File: src/hw/rtl/tha_pkg.sv
package tha_pkg;

    localparam int COORD_WIDTH     = 16;
    localparam int ANGLE_FRAC_BITS = 13;
    localparam int ITERATIONS      = 16;

    localparam int TOUCH_W = 12;
    localparam int CFG_W   = 12;
    localparam int HEAD_W  = 16;

    // centred difference: 13-bit touch offset minus a COORD_WIDTH position
    localparam int DIFF_W = ((COORD_WIDTH > TOUCH_W + 1) ? COORD_WIDTH : TOUCH_W + 1) + 1;
    localparam int MAG_W  = DIFF_W - 1;
    localparam int PRE_SHIFT = 24;
    // sign bit plus two bits of CORDIC gain growth
    localparam int XY_W  = MAG_W + PRE_SHIFT + 3;
    localparam int Z_W   = 33;
    localparam int SH_W  = (ITERATIONS > 1) ? $clog2(ITERATIONS) : 1;
    localparam int ROUND_SHIFT = 30 - ANGLE_FRAC_BITS;

    localparam logic [Z_W-1:0] PI_Q30      = 33'd3373259426;
    localparam logic [Z_W-1:0] HALF_PI_Q30 = 33'd1686629713;

    localparam int CFG_IDX_W = 1;
    localparam logic [CFG_IDX_W-1:0] CFG_HALF_WIDTH  = 1'd0;
    localparam logic [CFG_IDX_W-1:0] CFG_HALF_HEIGHT = 1'd1;
    localparam logic [CFG_W-1:0] HALF_WIDTH_RST  = 12'd320;
    localparam logic [CFG_W-1:0] HALF_HEIGHT_RST = 12'd240;

    typedef struct packed {
        logic zero;
        logic dx_neg;
        logic dy_neg;
        logic ax_zero;
        logic ay_zero;
    } tha_side_t;

    typedef struct packed {
        logic signed [XY_W-1:0] x;
        logic signed [XY_W-1:0] y;
        logic signed [Z_W-1:0]  z;
        tha_side_t              side;
    } tha_cell_t;

    // atan(2^-i) in Q30
    function automatic logic signed [Z_W-1:0] atan_q30(input int i);
        logic signed [Z_W-1:0] v;
        case (i)
            0:  v = 33'sd843314857;
            1:  v = 33'sd497837829;
            2:  v = 33'sd263043837;
            3:  v = 33'sd133525159;
            4:  v = 33'sd67021687;
            5:  v = 33'sd33543516;
            6:  v = 33'sd16775851;
            7:  v = 33'sd8388437;
            8:  v = 33'sd4194283;
            9:  v = 33'sd2097149;
            10: v = 33'sd1048576;
            11: v = 33'sd524288;
            12: v = 33'sd262144;
            13: v = 33'sd131072;
            14: v = 33'sd65536;
            15: v = 33'sd32768;
            16: v = 33'sd16384;
            17: v = 33'sd8192;
            18: v = 33'sd4096;
            19: v = 33'sd2048;
            20: v = 33'sd1024;
            21: v = 33'sd512;
            22: v = 33'sd256;
            23: v = 33'sd128;
            default: v = '0;
        endcase
        return v;
    endfunction

endpackage

File: src/hw/rtl/tha_if.sv
interface tha_in_if
    import tha_pkg::*;
();
    logic                          valid;
    logic                          ready;
    logic [TOUCH_W-1:0]            touch_x;
    logic [TOUCH_W-1:0]            touch_y;
    logic signed [COORD_WIDTH-1:0] pos_x;
    logic signed [COORD_WIDTH-1:0] pos_y;

    modport source (output valid, output touch_x, output touch_y, output pos_x,
                    output pos_y, input ready);
    modport sink   (input valid, input touch_x, input touch_y, input pos_x,
                    input pos_y, output ready);
endinterface

interface tha_out_if
    import tha_pkg::*;
();
    logic                     valid;
    logic                     ready;
    logic signed [HEAD_W-1:0] heading;
    logic                     zero_vector;

    modport source (output valid, output heading, output zero_vector, input ready);
    modport sink   (input valid, input heading, input zero_vector, output ready);
endinterface

File: src/hw/rtl/touch_to_heading_angle.sv
// Heading angle from an object position to a screen touch point.
// Input channel "sample" carries touch_x/touch_y in screen pixels and the
// object pos_x/pos_y in centred coordinates; output channel "result" carries
// heading (radians, Q3.13, -pi..pi) and zero_vector. Both use valid/ready.
// Configuration: cfg_we/cfg_index/cfg_data write half_width (index 0) and
// half_height (index 1); write them only while no word is in flight.
// From accept to result valid, a word passes one centring stage, one cell
// per CORDIC iteration and one output stage. A new word is accepted every
// cycle unless every stage is full; each stage is a register with its own
// valid bit. A stalled receiver holds the output register; words upstream
// keep advancing into empty stages, so sample.ready drops only once every
// stage is full. Reset empties the pipeline and sets the centre to 320, 240.
module touch_to_heading_angle
    import tha_pkg::*;
(
    input  logic                 clk,
    input  logic                 rst_n,
    input  logic                 cfg_we,
    input  logic [CFG_IDX_W-1:0] cfg_index,
    input  logic [CFG_W-1:0]     cfg_data,
    tha_in_if.sink               sample,
    tha_out_if.source            result
);

    logic [CFG_W-1:0] half_width_reg, half_width_next;
    logic [CFG_W-1:0] half_height_reg, half_height_next;

    tha_cell_t cdata  [ITERATIONS+1];
    logic      cvalid [ITERATIONS+1];
    logic      cready [ITERATIONS+1];

    always_comb
    begin
        half_width_next  = half_width_reg;
        half_height_next = half_height_reg;
        if (cfg_we)
        begin
            case (cfg_index)
                CFG_HALF_WIDTH:  half_width_next  = cfg_data;
                CFG_HALF_HEIGHT: half_height_next = cfg_data;
                default: ;
            endcase
        end
    end

    always_ff @(posedge clk or negedge rst_n)
    begin
        if (!rst_n)
        begin
            half_width_reg  <= HALF_WIDTH_RST;
            half_height_reg <= HALF_HEIGHT_RST;
        end
        else
        begin
            half_width_reg  <= half_width_next;
            half_height_reg <= half_height_next;
        end
    end

    tha_prep u_prep (
        .clk         (clk),
        .rst_n       (rst_n),
        .half_width  (half_width_reg),
        .half_height (half_height_reg),
        .sample      (sample),
        .down_valid  (cvalid[0]),
        .down_ready  (cready[0]),
        .down_data   (cdata[0])
    );

    for (genvar i = 0; i < ITERATIONS; i++)
    begin : g_cell
        tha_cell u_cell (
            .clk        (clk),
            .rst_n      (rst_n),
            .shift      (SH_W'(i)),
            .angle      (atan_q30(i)),
            .up_valid   (cvalid[i]),
            .up_ready   (cready[i]),
            .up_data    (cdata[i]),
            .down_valid (cvalid[i+1]),
            .down_ready (cready[i+1]),
            .down_data  (cdata[i+1])
        );
    end

    tha_post u_post (
        .clk      (clk),
        .rst_n    (rst_n),
        .up_valid (cvalid[ITERATIONS]),
        .up_ready (cready[ITERATIONS]),
        .up_data  (cdata[ITERATIONS]),
        .result   (result)
    );

    a_zero_heading: assert property (@(posedge clk) disable iff (!rst_n)
        result.valid && result.zero_vector |-> result.heading == '0)
        else $error("zero vector word with nonzero heading");

    a_empty_ready: assert property (@(posedge clk) disable iff (!rst_n)
        !cvalid[0] |-> sample.ready)
        else $error("input stalled while centring stage is empty");

    a_ready_chain: assert property (@(posedge clk) disable iff (!rst_n)
        result.ready |-> sample.ready)
        else $error("input stalled while receiver is ready");

endmodule

File: src/hw/rtl/tha_prep.sv
module tha_prep
    import tha_pkg::*;
(
    input  logic            clk,
    input  logic            rst_n,
    input  logic [CFG_W-1:0] half_width,
    input  logic [CFG_W-1:0] half_height,
    tha_in_if.sink          sample,
    output logic            down_valid,
    input  logic            down_ready,
    output tha_cell_t       down_data
);

    logic                     valid_reg, valid_next;
    tha_cell_t                data_reg, data_next;
    logic                     load;
    logic signed [DIFF_W-1:0] dx, dy;
    logic [MAG_W-1:0]         ax, ay;

    assign load         = !valid_reg || down_ready;
    assign sample.ready = load;
    assign down_valid   = valid_reg;
    assign down_data    = data_reg;

    always_comb
    begin
        dx = $signed({{(DIFF_W-TOUCH_W){1'b0}}, sample.touch_x})
           - $signed({{(DIFF_W-CFG_W){1'b0}}, half_width})
           - $signed({{(DIFF_W-COORD_WIDTH){sample.pos_x[COORD_WIDTH-1]}}, sample.pos_x});
        dy = $signed({{(DIFF_W-CFG_W){1'b0}}, half_height})
           - $signed({{(DIFF_W-TOUCH_W){1'b0}}, sample.touch_y})
           - $signed({{(DIFF_W-COORD_WIDTH){sample.pos_y[COORD_WIDTH-1]}}, sample.pos_y});
        ax = dx[DIFF_W-1] ? MAG_W'(-dx) : MAG_W'(dx);
        ay = dy[DIFF_W-1] ? MAG_W'(-dy) : MAG_W'(dy);

        data_next.x            = XY_W'({ax, {PRE_SHIFT{1'b0}}});
        data_next.y            = XY_W'({ay, {PRE_SHIFT{1'b0}}});
        data_next.z            = '0;
        data_next.side.zero    = (ax == '0) && (ay == '0);
        data_next.side.dx_neg  = dx[DIFF_W-1];
        data_next.side.dy_neg  = dy[DIFF_W-1];
        data_next.side.ax_zero = (ax == '0);
        data_next.side.ay_zero = (ay == '0);

        valid_next = load ? sample.valid : valid_reg;
    end

    always_ff @(posedge clk or negedge rst_n)
    begin
        if (!rst_n)
            valid_reg <= 1'b0;
        else
            valid_reg <= valid_next;
    end

    always_ff @(posedge clk)
    begin
        if (load && sample.valid)
            data_reg <= data_next;
    end

endmodule

File: src/hw/rtl/tha_cell.sv
module tha_cell
    import tha_pkg::*;
(
    input  logic                  clk,
    input  logic                  rst_n,
    input  logic [SH_W-1:0]       shift,
    input  logic signed [Z_W-1:0] angle,
    input  logic                  up_valid,
    output logic                  up_ready,
    input  tha_cell_t             up_data,
    output logic                  down_valid,
    input  logic                  down_ready,
    output tha_cell_t             down_data
);

    logic                   valid_reg, valid_next;
    tha_cell_t              data_reg, data_next;
    logic                   load;
    logic signed [XY_W-1:0] xs, ys;

    assign load       = !valid_reg || down_ready;
    assign up_ready   = load;
    assign down_valid = valid_reg;
    assign down_data  = data_reg;

    always_comb
    begin
        xs = up_data.x >>> shift;
        ys = up_data.y >>> shift;
        data_next      = up_data;
        // rotate toward the x axis
        if (!up_data.y[XY_W-1])
        begin
            data_next.x = up_data.x + ys;
            data_next.y = up_data.y - xs;
            data_next.z = up_data.z + angle;
        end
        else
        begin
            data_next.x = up_data.x - ys;
            data_next.y = up_data.y + xs;
            data_next.z = up_data.z - angle;
        end
        valid_next = load ? up_valid : valid_reg;
    end

    always_ff @(posedge clk or negedge rst_n)
    begin
        if (!rst_n)
            valid_reg <= 1'b0;
        else
            valid_reg <= valid_next;
    end

    always_ff @(posedge clk)
    begin
        if (load && up_valid)
            data_reg <= data_next;
    end

endmodule

File: src/hw/rtl/tha_post.sv
module tha_post
    import tha_pkg::*;
(
    input  logic       clk,
    input  logic       rst_n,
    input  logic       up_valid,
    output logic       up_ready,
    input  tha_cell_t  up_data,
    tha_out_if.source  result
);

    logic              valid_reg, valid_next;
    logic [HEAD_W-1:0] heading_reg, heading_next;
    logic              zero_reg, zero_next;
    logic              load;
    logic [Z_W-1:0]    a_clamp, a_sel, a_quad, a_round;
    logic [HEAD_W-1:0] mag;

    assign load               = !valid_reg || result.ready;
    assign up_ready           = load;
    assign result.valid       = valid_reg;
    assign result.heading     = $signed(heading_reg);
    assign result.zero_vector = zero_reg;

    always_comb
    begin
        if (up_data.z[Z_W-1])
            a_clamp = '0;
        else if (up_data.z > HALF_PI_Q30)
            a_clamp = HALF_PI_Q30;
        else
            a_clamp = up_data.z;

        // axis-aligned vectors bypass the iteration result
        if (up_data.side.ay_zero)
            a_sel = '0;
        else if (up_data.side.ax_zero)
            a_sel = HALF_PI_Q30;
        else
            a_sel = a_clamp;

        a_quad  = up_data.side.dx_neg ? (PI_Q30 - a_sel) : a_sel;
        a_round = a_quad + (Z_W'(1) << (ROUND_SHIFT - 1));
        mag     = HEAD_W'(a_round >> ROUND_SHIFT);

        if (up_data.side.zero)
        begin
            heading_next = '0;
            zero_next    = 1'b1;
        end
        else
        begin
            heading_next = up_data.side.dy_neg ? HEAD_W'(-mag) : mag;
            zero_next    = 1'b0;
        end

        valid_next = load ? up_valid : valid_reg;
    end

    always_ff @(posedge clk or negedge rst_n)
    begin
        if (!rst_n)
            valid_reg <= 1'b0;
        else
            valid_reg <= valid_next;
    end

    always_ff @(posedge clk)
    begin
        if (load && up_valid)
        begin
            heading_reg <= heading_next;
            zero_reg    <= zero_next;
        end
    end

endmodule

File: src/flat_wrapper.sv
// flat-port wrapper written by rule: the top's interface ports become plain ports
module touch_to_heading_angle_flat import tha_pkg::*;
  (clk, rst_n, cfg_we, cfg_index, cfg_data, sample_valid, sample_touch_x, sample_touch_y, sample_pos_x, sample_pos_y, sample_ready, result_valid, result_heading, result_zero_vector, result_ready);
  tha_in_if sample_i ();
  tha_out_if result_i ();
  input  logic clk;
  input  logic rst_n;
  input  logic cfg_we;
  input  logic [CFG_IDX_W-1:0] cfg_index;
  input  logic [CFG_W-1:0] cfg_data;
  input wire logic [$bits(sample_i.valid)-1:0] sample_valid;
  input wire logic [$bits(sample_i.touch_x)-1:0] sample_touch_x;
  input wire logic [$bits(sample_i.touch_y)-1:0] sample_touch_y;
  input wire logic [$bits(sample_i.pos_x)-1:0] sample_pos_x;
  input wire logic [$bits(sample_i.pos_y)-1:0] sample_pos_y;
  output wire logic [$bits(sample_i.ready)-1:0] sample_ready;
  output wire logic [$bits(result_i.valid)-1:0] result_valid;
  output wire logic [$bits(result_i.heading)-1:0] result_heading;
  output wire logic [$bits(result_i.zero_vector)-1:0] result_zero_vector;
  input wire logic [$bits(result_i.ready)-1:0] result_ready;
  assign sample_i.valid = sample_valid;
  assign sample_i.touch_x = sample_touch_x;
  assign sample_i.touch_y = sample_touch_y;
  assign sample_i.pos_x = sample_pos_x;
  assign sample_i.pos_y = sample_pos_y;
  assign sample_ready = sample_i.ready;
  assign result_valid = result_i.valid;
  assign result_heading = result_i.heading;
  assign result_zero_vector = result_i.zero_vector;
  assign result_i.ready = result_ready;
  touch_to_heading_angle u_core (.clk(clk), .rst_n(rst_n), .cfg_we(cfg_we), .cfg_index(cfg_index), .cfg_data(cfg_data), .sample(sample_i), .result(result_i));
endmodule
File: config.mk
export PLATFORM = sky130hd
export DESIGN_NAME = touch_to_heading_angle_flat
export DESIGN_NICKNAME = d
export VERILOG_FILES = /design/src/hw/rtl/tha_pkg.sv /design/src/hw/rtl/tha_if.sv /design/src/hw/rtl/touch_to_heading_angle.sv /design/src/hw/rtl/tha_prep.sv /design/src/hw/rtl/tha_cell.sv /design/src/hw/rtl/tha_post.sv /design/src/flat_wrapper.sv
export SDC_FILE = /design/constraint.sdc
export NUM_CORES = 2
export LEC_CHECK = 0
export ABC_AREA = 1
export BUFFER_PORTS_ARGS = -buffer_cell sky130_fd_sc_hd__buf_2
export CORE_MARGIN = 3
export CORE_UTILIZATION = 35
export CTS_CLUSTER_SIZE = 30
export DETAILED_ROUTE_END_ITERATION = 16
export GPL_TIMING_DRIVEN = 0
export MAX_ROUTING_LAYER = met4
export PLACE_DENSITY_LB_ADDON = 0.25
export SKIP_LAST_GASP = 1
export SYNTH_ARGS = -nofsm -noshare
export SYNTH_HDL_FRONTEND = slang
export SYNTH_SLANG_ARGS = --single-unit
File: constraint.sdc
create_clock -name clk -period 6.8 [get_ports clk]
set_clock_uncertainty 0.05 [all_clocks]
set_input_delay 0.34 -clock clk [delete_from_list [all_inputs] [get_ports clk]]
set_output_delay 0.34 -clock clk [all_outputs]
set_load 0.01 [all_outputs]
== Yosys cells after proc, flatten, opt, wreduce, memory -nomap -nowiden ==
Cells that the tools add are included.
Operators by class
  add/sub/neg operators: 95
  $lt $le $gt $ge: 1
  muxes and demuxes: 24
  bitwise gates (word level): 1
  reductions and logical operators: 59
Operators with widths (number)
  2-to-1 mux 119 bit: 14
  2-to-1 mux 33 bit: 5
  adder 43 x 29 -> 43 bit: 2
  adder 43 x 30 -> 43 bit: 2
  adder 43 x 31 -> 43 bit: 2
  adder 43 x 32 -> 43 bit: 2
  adder 43 x 33 -> 43 bit: 2
  adder 43 x 34 -> 43 bit: 2
  adder 43 x 35 -> 43 bit: 2
  adder 43 x 36 -> 43 bit: 2
  adder 43 x 37 -> 43 bit: 2
  adder 43 x 38 -> 43 bit: 2
  adder 43 x 39 -> 43 bit: 2
  adder 43 x 40 -> 43 bit: 2
  adder 43 x 41 -> 43 bit: 2
  subtractor 43 x 29 -> 43 bit: 2
  subtractor 43 x 30 -> 43 bit: 2
  subtractor 43 x 31 -> 43 bit: 2
  subtractor 43 x 32 -> 43 bit: 2
  subtractor 43 x 33 -> 43 bit: 2
  subtractor 43 x 34 -> 43 bit: 2
  subtractor 43 x 35 -> 43 bit: 2
  subtractor 43 x 36 -> 43 bit: 2
  subtractor 43 x 37 -> 43 bit: 2
  50 further kinds: 117
Word-level totals
  register bits: 1914
  input bits: 74
  output and inout port bits: 19
  logic and storage cells: 333

== Longest topological paths before layout ==
  depth after elaboration: 20
  depth in mapped cells: 36
  gate-level depth less buffers: 36

== Modules after synthesis ==
A second synthesis with hierarchy kept.
Unflattened totals
  cells, all modules: 49278
  area, all modules: 308103.0 µm²
Modules (own cells, without submodules)
  tha_cell (u_core.g_cell[0].u_cell ...): instances 9, cells each 2993, area an instance 18677.9 µm²
  tha_cell (u_core.g_cell[6].u_cell ...): instances 2, cells each 2903, area an instance 18087.3 µm²
  tha_cell (u_core.g_cell[12].u_cell): instances 1, cells each 2951, area an instance 18755.5 µm²
  tha_cell (u_core.g_cell[7].u_cell): instances 1, cells each 2977, area an instance 18705.4 µm²
  tha_cell (u_core.g_cell[8].u_cell): instances 1, cells each 2994, area an instance 18699.2 µm²
  tha_cell (u_core.g_cell[11].u_cell): instances 1, cells each 2891, area an instance 18469.0 µm²
  tha_cell (u_core.g_cell[5].u_cell): instances 1, cells each 2937, area an instance 18315.1 µm²
  tha_prep: instances 1, cells each 1011, area an instance 6307.3 µm²
  tha_post: instances 1, cells each 666, area an instance 3597.2 µm²
  touch_to_heading_angle: instances 1, cells each 108, area an instance 978.4 µm²

== Worst setup path after synthesis ==
No wires, ideal clock.
  kind: register to register
  start point: register u_core.u_post.valid_reg, in the netlist u_core.u_post.result.valid
  end point: register u_core.g_cell[8].u_cell.data_reg, in the netlist u_core.g_cell[8].u_cell.down_data[0], enable pin
  library setup time: 609 ps
  arrival time: 6496 ps
  data required time: 6141 ps
  slack: -356 ps
  cell stages (with the launch flop): 20
  buffers on the path: 0
  period minus slack after synthesis: 7156 ps
  cell sequence: dfrtp_1 > inv_1 > nor2_1 > inv_1 > nor2_1 > inv_1 > nor2_1 > inv_1 > nor2_1 > inv_1 > nor2_2 > inv_1 > nor2_1 > inv_1 > nor2_1 > inv_1 > nor2_1 > inv_1 > nor2_2 > nor2_1
Between the ends
  word-level cells in the longest chain between the ends: 11
Ends and longest elaborated chain
  start: declaration: RTL line tha_post.sv:12  | logic valid_reg, valid_next;
  start signal: assignment: RTL line tha_post.sv:65  | valid_reg <= valid_next;
  zero test 1 bit: RTL line tha_post.sv:19  | assign load = !valid_reg || result.ready;
  logical OR 1 bit: RTL line tha_post.sv:19
  logical OR 1 bit (8 in a row): RTL line tha_cell.sv:21  | assign load = !valid_reg || down_ready;
  logical AND 1 bit: RTL line tha_cell.sv:57  | if (load && up_valid)
  end signal: assignment: RTL line tha_cell.sv:58  | data_reg <= data_next;
  end: declaration: RTL line tha_cell.sv:17  | tha_cell_t data_reg, data_next;
Every way passes these cells.
A chain may end at the register's enable or synchronous reset.

==> flow_summary.ini <==
[setup_path]
required_ns = 7.33
crit_slowest_cell = clkdlybuf4s15_1
critPathBufInv = 4
reg2reg_depth = 25
endpoint_kind = register
crit_top_cell = nand2_1
critPathArrivalTime_ns = 6.93
crit_family = compound AO/OA/AOI/OAI gates
critical_path_class = reg -> reg
worstPathMaxFanout = 14
cp-start-kind = register
max_stage_delay_ns = 0.73
reg2reg_slack_ns = 0.40
worstReg2RegStart = u_core.g_cell[11].u_cell.down_data[80]
timing.rr.end = u_core.g_cell[12].u_cell.down_data[74]

[die]
die_h_um = 605.8
die_w_um = 605.8
pin_count = 93
rows = 219
core_mm2 = 0.3570
start_util = 0.3526
dieArea_mm2 = 0.3670

[route]
vias = 98880
finalWirelength_mm = 338.4
drt-wirelength-per-cell_um = 17.01
drtPass1Iterations = 5
drcViolationCount = 0
drtIter0Drc = 6696
ant_nets = 0
vias_per_cell = 4.970

[logic_synthesis]
synth_enable_flop_cells = 1531
yosys_most_used_dff = edfxtp_1
synth_fp_nets = 16100
netlist.area_leader.share = 0.3652
yosysWarnings = 0
synth_cell_types = 71
yosysTopAreaCell = edfxtp_1
syn_avg_cell_area_um2 = 8.597
syn_area_mm2 = 0.1259
yosys-top-cells-count = nand2_1, inv_1, edfxtp_1
async_reset_ff_frac = 0.02670
yosysSeqAreaShare = 0.3736
synthCells = 14650
ys_ff_latch = 1573
synth_top_cells_by_area = edfxtp_1, ha_1, xor2_1
synth_most_common_cell = nand2_1

[placement]
dp_slack_ns = -0.2557
hpwl_mm = 279.2
place.gp.congestion = 0.9186
port_buffers = 92

[timing]
max_slew.worst_pin.slew_ns = 1.332
max_slew_margin = 0.1085
fin_crit_ns = 6.397
rsz0062_at_grt = no
setup_viol = 0
hold_violations = 0
setup_slack_ns = 0.4029
post-route-period-util = 0.9407
fmax_mhz = 156.3
slew_viol_final = 0

[global_routing]
grt_use_total = 0.1854
overflow = 0
grt_max_degree = 98
grt_pass1_wl_mm = 533.1
grt_pass1_vias = 95470
antenna_found_initial = 19

[status]
status = complete, no violations

[run]
max_cap_viol_count = 0

[finish]
largest_register_ffs = 1477
drive_gt1_frac = 0.03945
syn2layout_area_growth_pct = 10.88
finalNetCount = 16440

[clock_network]
cts.path.max_buffers = 4
ctsRootBufferMaster = clkbuf_16
insertion_delay_ns = 0.91
cts_tree = built
cts_buffers = 186
clock_sinks = 1573
clkSlewWorstSetupHoldPaths_ns = 0.06
htreeDepth = 4

[min_path]
hold_class = in -> async
placed cells by master (no fill, tap or decap), types with 59 or more instances in the layout:
cell       count
a21o_1        81
a21oi_1     1515
a31oi_1      260
buf_2         97
clkbuf_1     141
clkbuf_16    189
edfxtp_1    1531
ha_1        1342
inv_1       1813
nand2_1     2350
nand3_1      358
nand4_1      157
nor2_1      1332
nor3_1       338
nor4_1        99
o211ai_1      67
o21a_1        61
o21ai_0      604
o21bai_1      73
o31ai_1       59
xnor2_1      671
xor2_1      1307
cell families after synthesis:
kind of cell               synth area share
and+or+nand+nor                      0.1593
adders and majority gates            0.1391
buffers and inverters               0.05979
AOI/OAI and AO/OA                    0.1306
xor gates and xnor gates             0.1377
DFF                                  0.3736
layout make-up:
type / instances / area (um2)
Fill cell: 36180 / 217400
Timing Repair Buffer: 152 / 1410
Antenna cell: 11 / 27.53
Sequential cell: 1573 / 47030
Tap cell: 4751 / 5944
Clock inverter: 110 / 1255
Clock buffer: 227 / 4922
Multi-Input combinational cell: 11080 / 71440
Buffer: 143 / 611.8
Inverter: 1846 / 6958
metrics by stage:
step                cells  setup TNS [ns]    util  hold slack [ns]  cell area [um2]
finish              19890               0  0.3910          0.02050           139600
global route        19890               0  0.3910          0.04620           139600
CTS                 19870               0  0.3905          0.03776           139400
detailed placement  19520         -0.7186  0.3726           0.3545           133000
global placement    19490         -900.30  0.3706           0.3512           132300
floorplan           14650               0       -        -0.005591           125900
layer usage:
metal	up-vias	global-route usage	wire, um
li1	51040	-	-
met1	45750	0.2434	157800
met2	1714	0.3105	159800
met3	375	0.01708	13630
met4	0	0.03914	7140
met5	-	-	0
worst max path at each step:
| stage | startpoint | end | slack (ns) | cells past startpoint |
|---|---|---|---|---|
| 5_1_grt | u_core.u_post.result.valid | sample_ready | 0.005 | 34 |
| 3_3_place_gp | u_core.u_post.result.valid | u_core.g_cell[12].u_cell.down_data[81] | -2.54 | 11 |
| 6_report | u_core.g_cell[11].u_cell.down_data[80] | u_core.g_cell[12].u_cell.down_data[74] | 0.40 | 25 |
| 2_1_floorplan | u_core.u_post.result.valid | u_core.g_cell[12].u_cell.down_data[0] | 0.06 | 11 |
| 3_5_place_dp | u_core.g_cell[9].u_cell.down_data[80] | u_core.g_cell[10].u_cell.down_data[79] | -0.26 | 22 |
| 4_1_cts | u_core.g_cell[8].u_cell.down_data[80] | u_core.g_cell[9].u_cell.down_data[123] | 0.004 | 26 |
timing repair:
action                                  CTS  global route
endpoints found under the setup margin    5            39
hold buffers                             20             0
resized for setup                         1            17
setup buffers                             1            10
hold endpoints to repair                 66             0
Power is not shown: default switching activity piles up to over one toggle a cycle in this logic, so the estimate is an artifact.
